==> config.mk <==
export PLATFORM = sky130hd
export DESIGN_NAME = fnv1a_fmix_shard_hash_flat
export DESIGN_NICKNAME = d
export VERILOG_FILES = /design/src/fsh_pkg.sv /design/src/fsh_if.sv /design/src/fsh_mul64.sv /design/src/fsh_mod.sv /design/src/fnv1a_fmix_shard_hash.sv /design/src/flat_wrapper.sv
export VERILOG_INCLUDE_DIRS = /design/src /design/src/src
export SDC_FILE = /design/constraint.sdc
export NUM_CORES = 2
export LEC_CHECK = 0
export BUFFER_PORTS_ARGS = -buffer_cell sky130_fd_sc_hd__buf_2
export CAP_MARGIN = 20
export CORE_MARGIN = 4
export CORE_UTILIZATION = 60
export CTS_BUF_LIST = sky130_fd_sc_hd__clkbuf_2 sky130_fd_sc_hd__clkbuf_4 sky130_fd_sc_hd__clkbuf_8
export DETAILED_ROUTE_END_ITERATION = 16
export PLACE_DENSITY = 0.8
export SYNTH_ARGS = -nofsm -noshare
export SYNTH_HDL_FRONTEND = slang
export SYNTH_SLANG_ARGS = --single-unit
==> constraint.sdc <==
create_clock -name clk -period 31.1 [get_ports clk]
set_input_delay 6.22 -clock clk [delete_from_list [all_inputs] [get_ports clk]]
set_output_delay 6.22 -clock clk [all_outputs]
set_load 0.01 [all_outputs]
==> src/fnv1a_fmix_shard_hash_macros.svh <==
// Assertion macros for the shard hash block.
// Users supply clk and rst in scope; no other dependencies.
`ifndef FNV1A_FMIX_SHARD_HASH_MACROS_SVH
`define FNV1A_FMIX_SHARD_HASH_MACROS_SVH

// Same-cycle implication, disabled during reset
`define FSH_ASSERT_IMPL(label, ante, cons) \
  label: assert property (@(posedge clk) disable iff (rst) (ante) |-> (cons)) \
    else $error("shard hash check failed");

// Next-cycle implication, disabled during reset
`define FSH_ASSERT_NEXT(label, ante, cons) \
  label: assert property (@(posedge clk) disable iff (rst) (ante) |=> (cons)) \
    else $error("shard hash check failed");

`endif

==> src/fsh_pkg.sv <==
// Package for the shard hash block: constants, types and helper functions.
// No dependencies.
package fsh_pkg;

  localparam int KEY_W   = 8;
  localparam int HASH_W  = 64;
  localparam int SHARD_W = 16;
  localparam int HALF_W  = 32;

  localparam int ADDR_W = 3;
  localparam int DATA_W = 32;

  localparam logic REG_SHARDS = 1'b0;

  localparam logic [HASH_W-1:0] FNV_BASIS = 64'hcbf29ce484222325;
  localparam logic [HASH_W-1:0] FNV_MUL   = 64'h00000100000001b3;
  localparam logic [HASH_W-1:0] MIX_MUL_A = 64'hff51afd7ed558ccd;
  localparam logic [HASH_W-1:0] MIX_MUL_B = 64'hc4ceb9fe1a85ec53;
  localparam int                MIX_SHIFT = 33;

  localparam logic [SHARD_W-1:0] SHARDS_RESET = 16'd16;

  localparam logic [1:0] MUL_LAST_STEP = 2'd2;
  localparam int         MOD_CNT_W     = 6;
  localparam logic [MOD_CNT_W-1:0] MOD_LAST_CNT = 6'd63;

  typedef enum logic [2:0] {
    ST_IDLE,
    ST_FNV,
    ST_MIX_A,
    ST_MIX_B,
    ST_MOD,
    ST_EMIT
  } state_t;

  typedef struct packed {
    logic              start;
    logic [HASH_W-1:0] a;
    logic [HASH_W-1:0] b;
  } mul_req_t;

  typedef struct packed {
    logic              done;
    logic [HASH_W-1:0] product;
  } mul_rsp_t;

  typedef struct packed {
    logic               start;
    logic [HASH_W-1:0]  dividend;
    logic [SHARD_W-1:0] divisor;
  } mod_req_t;

  typedef struct packed {
    logic               done;
    logic [SHARD_W-1:0] remainder;
  } mod_rsp_t;

  function automatic logic [HASH_W-1:0] xor_shift(input logic [HASH_W-1:0] v);
    return v ^ (v >> MIX_SHIFT);
  endfunction

endpackage

==> src/fsh_if.sv <==
// Stream interfaces for the shard hash block: key bytes in, hash results out.
// Depends on fsh_pkg.
interface fsh_in_if;
  import fsh_pkg::*;
  logic             valid;
  logic             ready;
  logic [KEY_W-1:0] key_byte;
  logic             last_byte;

  modport source (output valid, key_byte, last_byte, input ready);
  modport sink   (input valid, key_byte, last_byte, output ready);
endinterface

interface fsh_out_if;
  import fsh_pkg::*;
  logic               valid;
  logic               ready;
  logic [HASH_W-1:0]  key_hash;
  logic [SHARD_W-1:0] shard_number;

  modport source (output valid, key_hash, shard_number, input ready);
  modport sink   (input valid, key_hash, shard_number, output ready);
endinterface

==> src/fsh_mul64.sv <==
// Iterative 64x64 multiplier, low 64 bits of the product, one 32x32 partial
// product per cycle (low x low, low x high, then high x low). Depends on fsh_pkg.
module fsh_mul64 (
  input  logic              clk,
  input  logic              rst,
  input  fsh_pkg::mul_req_t req,
  output fsh_pkg::mul_rsp_t rsp
);
  import fsh_pkg::*;

  logic [HASH_W-1:0]   a;
  logic [HASH_W-1:0]   b;
  logic [HASH_W-1:0]   acc;
  logic [HASH_W-1:0]   acc_next;
  logic [1:0]          step;
  logic                busy;
  logic [HALF_W-1:0]   op_x;
  logic [HALF_W-1:0]   op_y;
  logic [2*HALF_W-1:0] prod;

  always_comb begin
    case (step)
      2'd0: begin
        op_x = a[HALF_W-1:0];
        op_y = b[HALF_W-1:0];
      end
      2'd1: begin
        op_x = a[HALF_W-1:0];
        op_y = b[HASH_W-1:HALF_W];
      end
      2'd2: begin
        op_x = a[HASH_W-1:HALF_W];
        op_y = b[HALF_W-1:0];
      end
      default: begin
        op_x = '0;
        op_y = '0;
      end
    endcase
  end

  assign prod = {{HALF_W{1'b0}}, op_x} * {{HALF_W{1'b0}}, op_y};

  always_comb begin
    if (step == 2'd0) begin
      acc_next = prod;
    end else begin
      acc_next = {acc[HASH_W-1:HALF_W] + prod[HALF_W-1:0], acc[HALF_W-1:0]};
    end
  end

  assign rsp.done    = busy && (step == MUL_LAST_STEP);
  assign rsp.product = acc_next;

  always_ff @(posedge clk) begin
    if (rst) begin
      busy <= 1'b0;
      step <= 2'd0;
    end else if (req.start) begin
      busy <= 1'b1;
      step <= 2'd0;
    end else if (busy) begin
      if (step == MUL_LAST_STEP) begin
        busy <= 1'b0;
      end
      step <= step + 2'd1;
    end
  end

  always_ff @(posedge clk) begin
    if (req.start) begin
      a <= req.a;
      b <= req.b;
    end else if (busy) begin
      acc <= acc_next;
    end
  end

endmodule

==> src/fsh_mod.sv <==
// Bit-serial restoring modulo of a 64-bit value by a 16-bit divisor,
// one dividend bit per cycle. Depends on fsh_pkg.
module fsh_mod (
  input  logic              clk,
  input  logic              rst,
  input  fsh_pkg::mod_req_t req,
  output fsh_pkg::mod_rsp_t rsp
);
  import fsh_pkg::*;

  logic [HASH_W-1:0]    dvd;
  logic [SHARD_W-1:0]   divisor;
  logic [SHARD_W-1:0]   rem;
  logic [SHARD_W-1:0]   rem_next;
  logic [SHARD_W:0]     trial;
  logic [SHARD_W:0]     diff;
  logic [MOD_CNT_W-1:0] cnt;
  logic                 busy;

  assign trial = {rem, dvd[HASH_W-1]};
  assign diff  = trial - {1'b0, divisor};

  always_comb begin
    if (trial >= {1'b0, divisor}) begin
      rem_next = diff[SHARD_W-1:0];
    end else begin
      rem_next = trial[SHARD_W-1:0];
    end
  end

  assign rsp.done      = busy && (cnt == MOD_LAST_CNT);
  assign rsp.remainder = (divisor == '0) ? '0 : rem_next;

  always_ff @(posedge clk) begin
    if (rst) begin
      busy <= 1'b0;
      cnt  <= '0;
    end else if (req.start) begin
      busy <= 1'b1;
      cnt  <= '0;
    end else if (busy) begin
      if (cnt == MOD_LAST_CNT) begin
        busy <= 1'b0;
      end
      cnt <= cnt + MOD_CNT_W'(1);
    end
  end

  always_ff @(posedge clk) begin
    if (req.start) begin
      dvd     <= req.dividend;
      divisor <= req.divisor;
      rem     <= '0;
    end else if (busy) begin
      dvd <= {dvd[HASH_W-2:0], 1'b0};
      rem <= rem_next;
    end
  end

endmodule

==> src/fnv1a_fmix_shard_hash.sv <==
// Shard hash top level: FNV-1a 64 over a byte stream, 64-bit finalizer mix,
// and reduction modulo a configured shard count.
// Depends on fsh_pkg, fsh_if, fsh_mul64, fsh_mod and the macros header.
//
// Usage:
//   key_in carries one key byte per transaction, last_byte set on the final
//   byte of a key. hash_out carries one transaction per key: the mixed hash and
//   that hash modulo the shard modulus (0 when the modulus is 0). The user must
//   write the shard modulus at APB address 0 only while idle; not enforced.
//
// Timing:
//   Every multiply runs on one shared 32x32 multiplier. A byte that is not
//   last holds off the next acceptance for one FNV multiply. A last byte adds
//   two finalizer multiplies, a bit-serial modulo and an output load; hash_out
//   goes valid together with key_in ready. Results sit in an output register;
//   a stalled receiver holds the block only when a second key finishes before
//   the first result is taken. Reset empties the output register, returns the
//   running hash to the FNV offset basis and sets the shard modulus to 16.
module fnv1a_fmix_shard_hash (
  input  logic                        clk,
  input  logic                        rst,
  fsh_in_if.sink                      key_in,
  fsh_out_if.source                   hash_out,
  input  logic                        psel,
  input  logic                        penable,
  input  logic                        pwrite,
  input  logic [fsh_pkg::ADDR_W-1:0]  paddr,
  input  logic [fsh_pkg::DATA_W-1:0]  pwdata,
  output logic [fsh_pkg::DATA_W-1:0]  prdata,
  output logic                        pready
);
  import fsh_pkg::*;

  state_t             state;
  state_t             state_next;
  logic [HASH_W-1:0]  running_hash;
  logic [HASH_W-1:0]  mixed;
  logic [SHARD_W-1:0] shard;
  logic [SHARD_W-1:0] shard_mod;
  logic               last_flag;
  logic               accept;
  logic               out_free;
  logic               cfg_write;
  logic [HASH_W-1:0]  product_mix;
  mul_req_t           mul_req;
  mul_rsp_t           mul_rsp;
  mod_req_t           mod_req;
  mod_rsp_t           mod_rsp;

  fsh_mul64 u_mul (
    .clk (clk),
    .rst (rst),
    .req (mul_req),
    .rsp (mul_rsp)
  );

  fsh_mod u_mod (
    .clk (clk),
    .rst (rst),
    .req (mod_req),
    .rsp (mod_rsp)
  );

  assign accept      = key_in.valid && key_in.ready;
  assign out_free    = !hash_out.valid || hash_out.ready;
  assign product_mix = xor_shift(mul_rsp.product);

  assign pready    = 1'b1;
  assign cfg_write = psel && penable && pwrite && (paddr[2] == REG_SHARDS);
  assign prdata    = (paddr[2] == REG_SHARDS) ?
                     {{(DATA_W-SHARD_W){1'b0}}, shard_mod} : '0;

  always_comb begin
    state_next = state;
    case (state)
      ST_IDLE:  if (accept) state_next = ST_FNV;
      ST_FNV: begin
        if (mul_rsp.done) state_next = last_flag ? ST_MIX_A : ST_IDLE;
      end
      ST_MIX_A: if (mul_rsp.done) state_next = ST_MIX_B;
      ST_MIX_B: if (mul_rsp.done) state_next = ST_MOD;
      ST_MOD:   if (mod_rsp.done) state_next = ST_EMIT;
      ST_EMIT:  if (out_free) state_next = ST_IDLE;
      default:  state_next = ST_IDLE;
    endcase
  end

  always_comb begin
    key_in.ready     = (state == ST_IDLE);
    mul_req.start    = 1'b0;
    mul_req.a        = product_mix;
    mul_req.b        = MIX_MUL_A;
    mod_req.start    = 1'b0;
    mod_req.dividend = product_mix;
    mod_req.divisor  = shard_mod;
    case (state)
      ST_IDLE: begin
        mul_req.start = accept;
        mul_req.a     = running_hash ^ {{(HASH_W-KEY_W){1'b0}}, key_in.key_byte};
        mul_req.b     = FNV_MUL;
      end
      ST_FNV: begin
        mul_req.start = mul_rsp.done && last_flag;
      end
      ST_MIX_A: begin
        mul_req.start = mul_rsp.done;
        mul_req.b     = MIX_MUL_B;
      end
      ST_MIX_B: begin
        mod_req.start = mul_rsp.done;
      end
      default: begin
        mul_req.start = 1'b0;
      end
    endcase
  end

  always_ff @(posedge clk) begin
    if (rst) begin
      state          <= ST_IDLE;
      running_hash   <= FNV_BASIS;
      shard_mod      <= SHARDS_RESET;
      hash_out.valid <= 1'b0;
    end else begin
      state <= state_next;
      if (cfg_write) begin
        shard_mod <= pwdata[SHARD_W-1:0];
      end
      if (state == ST_FNV && mul_rsp.done) begin
        running_hash <= last_flag ? FNV_BASIS : mul_rsp.product;
      end
      if (state == ST_EMIT && out_free) begin
        hash_out.valid <= 1'b1;
      end else if (hash_out.ready) begin
        hash_out.valid <= 1'b0;
      end
    end
  end

  always_ff @(posedge clk) begin
    if (accept) begin
      last_flag <= key_in.last_byte;
    end
    if (state == ST_MIX_B && mul_rsp.done) begin
      mixed <= product_mix;
    end
    if (state == ST_MOD && mod_rsp.done) begin
      shard <= mod_rsp.remainder;
    end
    if (state == ST_EMIT && out_free) begin
      hash_out.key_hash     <= mixed;
      hash_out.shard_number <= shard;
    end
  end

`include "fnv1a_fmix_shard_hash_macros.svh"

  `FSH_ASSERT_IMPL(a_mul_start_src, mul_req.start, accept || mul_rsp.done)
  `FSH_ASSERT_IMPL(a_mod_done_state, mod_rsp.done, state == ST_MOD)
  `FSH_ASSERT_NEXT(a_accept_to_fnv, accept, state == ST_FNV)
  `FSH_ASSERT_IMPL(a_out_rise, $rose(hash_out.valid), $past(state) == ST_EMIT)

endmodule

==> src/flat_wrapper.sv <==
// flat-port wrapper written by rule: the top's interface ports become plain ports
module fnv1a_fmix_shard_hash_flat import fsh_pkg::*;
  (clk, rst, psel, penable, pwrite, paddr, pwdata, prdata, pready, key_in_valid, key_in_key_byte, key_in_last_byte, key_in_ready, hash_out_valid, hash_out_key_hash, hash_out_shard_number, hash_out_ready);
  fsh_in_if key_in_i ();
  fsh_out_if hash_out_i ();
  input  logic clk;
  input  logic rst;
  input  logic psel;
  input  logic penable;
  input  logic pwrite;
  input  logic [fsh_pkg::ADDR_W-1:0] paddr;
  input  logic [fsh_pkg::DATA_W-1:0] pwdata;
  output logic [fsh_pkg::DATA_W-1:0] prdata;
  output logic pready;
  input wire logic [$bits(key_in_i.valid)-1:0] key_in_valid;
  input wire logic [$bits(key_in_i.key_byte)-1:0] key_in_key_byte;
  input wire logic [$bits(key_in_i.last_byte)-1:0] key_in_last_byte;
  output wire logic [$bits(key_in_i.ready)-1:0] key_in_ready;
  output wire logic [$bits(hash_out_i.valid)-1:0] hash_out_valid;
  output wire logic [$bits(hash_out_i.key_hash)-1:0] hash_out_key_hash;
  output wire logic [$bits(hash_out_i.shard_number)-1:0] hash_out_shard_number;
  input wire logic [$bits(hash_out_i.ready)-1:0] hash_out_ready;
  assign key_in_i.valid = key_in_valid;
  assign key_in_i.key_byte = key_in_key_byte;
  assign key_in_i.last_byte = key_in_last_byte;
  assign key_in_ready = key_in_i.ready;
  assign hash_out_valid = hash_out_i.valid;
  assign hash_out_key_hash = hash_out_i.key_hash;
  assign hash_out_shard_number = hash_out_i.shard_number;
  assign hash_out_i.ready = hash_out_ready;
  fnv1a_fmix_shard_hash u_core (.clk(clk), .rst(rst), .key_in(key_in_i), .hash_out(hash_out_i), .psel(psel), .penable(penable), .pwrite(pwrite), .paddr(paddr), .pwdata(pwdata), .prdata(prdata), .pready(pready));
endmodule
==> summary.md <==
| Metric | Value |
|---|---|
| Clock Latency Late Sink | 0.65 ns |
| DRT iter0 DRCs | approximately 4000 |
| Largest net degree at the start of global routing | slightly below 100 |
| Number of synthesized flops with an enable pin | about 380 |
| Most common cell after layout, fill and taps aside | inv_1 |
| Yosys warns | 0 |
| Layout overhead on the synthesized area | 6.286% |
| Fin crit share | a little over two fifths |
| Initial antenna violation count | 1 |
| Filler Cell Count | around 7000 |
| Clock Skews | 0.04000 ns |
| Final wirelength | 160600 um |
| Post-CTS Setup Bufs | 0 |
| All-Layer GR Usage | between 30 and 40% |
| Initial core utilization | 60.66% |
| Die ar. | between 90000 and 100000 sq um |
| RSZ-0062 raised after global routing | no |
| Most used cell, CP | fa_1 |
| Routed WL per cell | 24.94 um |
| Yosys cell types | 88 |
| CTS tree | yes |
| Setup CP Type | reg2reg |
| # H-tree levels | 3 |
| CP endpoint kind | flip-flop |
| Ant diodes | 0 |
| Critical Path Max Stage Delay | around 0.77 ns |
| CTS sink cnt | between 400 and 500 |
| Yosys reg bits | approximately 490 |
| Slowest CP cell | nor2_1 |
| Outcome | complete, no violations |
| Drt pass-1 iters | 6 |
| Most frequent cells in the layout | inv_1 (1087), fa_1 (863), nor2_1 (554) |
| Ys flop type | edfxtp_1 |
| # IOs | 166 |
| Gr ovfl total | 0 |
| Design area | roughly 55000 sq um |
| Hold Violations, Final | 0 |
| Fin crit period | around 14 ns |
| First-pass GRT wire length | ~240000 um |
| CTS-repair resized insts | 0 |
| Worst rel slew slack | roughly 23% |
| Antenna Nets Post-Route | 0 |
| Vias in the first global route | just under 40000 |
| Hpwl dp | 132700 um |
| Port buffer count | 130 |
| Setup_tns | 0 ns |
| Hold Path Class | reg2reg |
| Worst-path clk slew | ~0.07 ns |
| Req. time, crit path | between 30 and 40 ns |
| Die height | between 300 and 400 um |
| Fin. max-slew vios | 0 |
| Placed instance area | approximately 54000 sq um |
| Layout cells sized above 1 | 7.872% |
| Max Buffers Root-to-Sink | 3 |
| # placed instances | ~6300 |
| Achievable Freq | about 74 MHz |
| Routed vias | around 38000 |
| Clock Tree Root | clkbuf_8 |
| Row cnt | ~110 |
| CORE AREA | around 85000 sq um |
| Synthesized area | 51810 sq um |
| Die span in x | approximately 300 um |
| Cts bufs inserted | 68 |
| Nets | 6503 |
| Syn Area/Cell | roughly 10 sq um |
| Cells after Synth | approximately 5200 |
| Gpl congestion | 1.031 |
| Hold buffers post-CTS | 0 |
| Drt drc | 0 |
| Layout Cells excl Fill | between 6000 and 7000 |
| Via/cell ratio | about 6 |
| Crit Path Max Fanout | just over 60 |
| Max-Cap Viols | 0 |
| Sequential share of the synthesized area | 25.99% |
| Final setup violation count | 0 |
| Startpoint types | flip-flop |
| Worst slew pin tran | around 1.1 ns |
| Async S/R FF share, synth | 0% |
| Data arrival, critical path | between 10 and 15 ns |
## cell usage after synthesis (33+ instances only)
| cell | number | area share (%) |
|---|---|---|
| a21o_1 | 33 | 0.48 |
| dfxtp_1 | 110 | 4.3 |
| nor2_1 | 558 | 4.0 |
| clkbuf_1 | 163 | 1.2 |
| fa_1 | 863 | 33 |
| xnor2_1 | 70 | 1.2 |
| xor2_1 | 61 | 1.0 |
| o21ai_0 | 129 | 1.2 |
| nor3_1 | 37 | 0.36 |
| inv_1 | 1087 | 7.9 |
| edfxtp_1 | 375 | 22 |
| mux2_2 | 45 | 0.98 |
| nand2_1 | 478 | 3.5 |
| a21oi_1 | 203 | 2.0 |
| a22oi_1 | 63 | 0.91 |
| nand2b_1 | 66 | 0.80 |
| ha_1 | 347 | 8.4 |
## critical path: cells and delay by family, from the launching register on
| family | cells | cell delay, ns |
|---|---|---|
| adder cells (fa/ha/maj) | 11 | 5.68 |
| buffers and inverters | 9 | 1.35 |
| flip-flops | 1 | 0.36 |
| AND/OR/NAND/NOR | 9 | 2.57 |
| AO/OA/AOI/OAI | 6 | 2.04 |
| multiplexers | 2 | 0.53 |
| XOR/XNOR | 2 | 0.67 |
## metal layers
layer	share of wire, %	wire length [um]	up-vias	track usage (%)
li1	-	-	16460	-
met1	39	62210	18800	48.81
met2	44	71070	2056	55.24
met3	11	18210	403	10.04
met4	5.7	9118	2	16.84
met5	0.012	20	-	0
## metrics by stage
step	util, %	worst slack (ns)	hold slack (ns)
after CTS	64.44	17.75	0.4120
final	64.47	17.54	0.4043
after floorplan	-	17.70	0.4003
after global routing	64.47	17.18	0.3958
after global placement	62.79	17.92	0.4022
after detailed placement	62.79	17.92	0.4045
## final cells by class
class / count / area, sq um / area share (%)
well taps: 1144 / 1431 / 2.599
inverters: 1092 / 4101 / 7.448
clock buffers: 100 / 1232 / 2.238
flip-flops and latches: 485 / 13460 / 24.45
repair buffers: 185 / 1074 / 1.950
multi-input cells: 3410 / 33590 / 61.00
clock inverters: 25 / 176.4 / 0.3204
## path summary, 6_finish.rpt
| path | startpoint | endpoint | slack, ns | cells after the start |
|---|---|---|---|---|
| setup / recovery | u_core.u_mul.step[0] | u_core.u_mod.dvd[29] | 17.54 | 39 |
| hold / removal | u_core.mixed[47] | u_core.hash_out.key_hash[47] | 0.40 | 0 |
| setup reg to reg | u_core.u_mul.step[0] | u_core.u_mod.dvd[29] | 17.54 | 39 |
| hold reg to reg | u_core.mixed[47] | u_core.hash_out.key_hash[47] | 0.40 | 0 |
## cells by family after synthesis
| logic type | share of synthesized area (%) |
|---|---|
| flip-flops | 25.99 |
| adder cells (fa/ha/maj) | 41.73 |
| multiplexers | 1.403 |
| buffers and inverters | 9.491 |
| AO/OA/AOI/OAI | 8.286 |
| other | 0.01450 |
| XOR/XNOR | 2.246 |
| AND/OR/NAND/NOR | 10.85 |
## state kept, by name, indices dropped and copies added (netlist names)
| name | flops |
|---|---|
| u_core.shard | 16 |
| u_core.u_mod.busy | 1 |
| u_core.u_mul.a | 64 |
| u_core.u_mod.divisor | 16 |
| u_core.u_mod.cnt | 6 |
| u_core.state | 3 |
| u_core.u_mul.busy | 1 |
| u_core.hash_out.valid | 1 |
| u_core.u_mod.dvd | 64 |
| u_core.shard_mod | 16 |
| u_core.u_mul.acc | 64 |
| u_core.hash_out.shard_number | 16 |
| u_core.running_hash | 64 |
| u_core.u_mod.rem | 16 |
| u_core.u_mul.step | 2 |
| u_core.last_flag | 1 |
| u_core.mixed | 64 |
| u_core.u_mul.b | 6 |
| u_core.hash_out.key_hash | 64 |
Power is not shown: default switching activity piles up to over one toggle a cycle in this logic, so the estimate is an artifact.
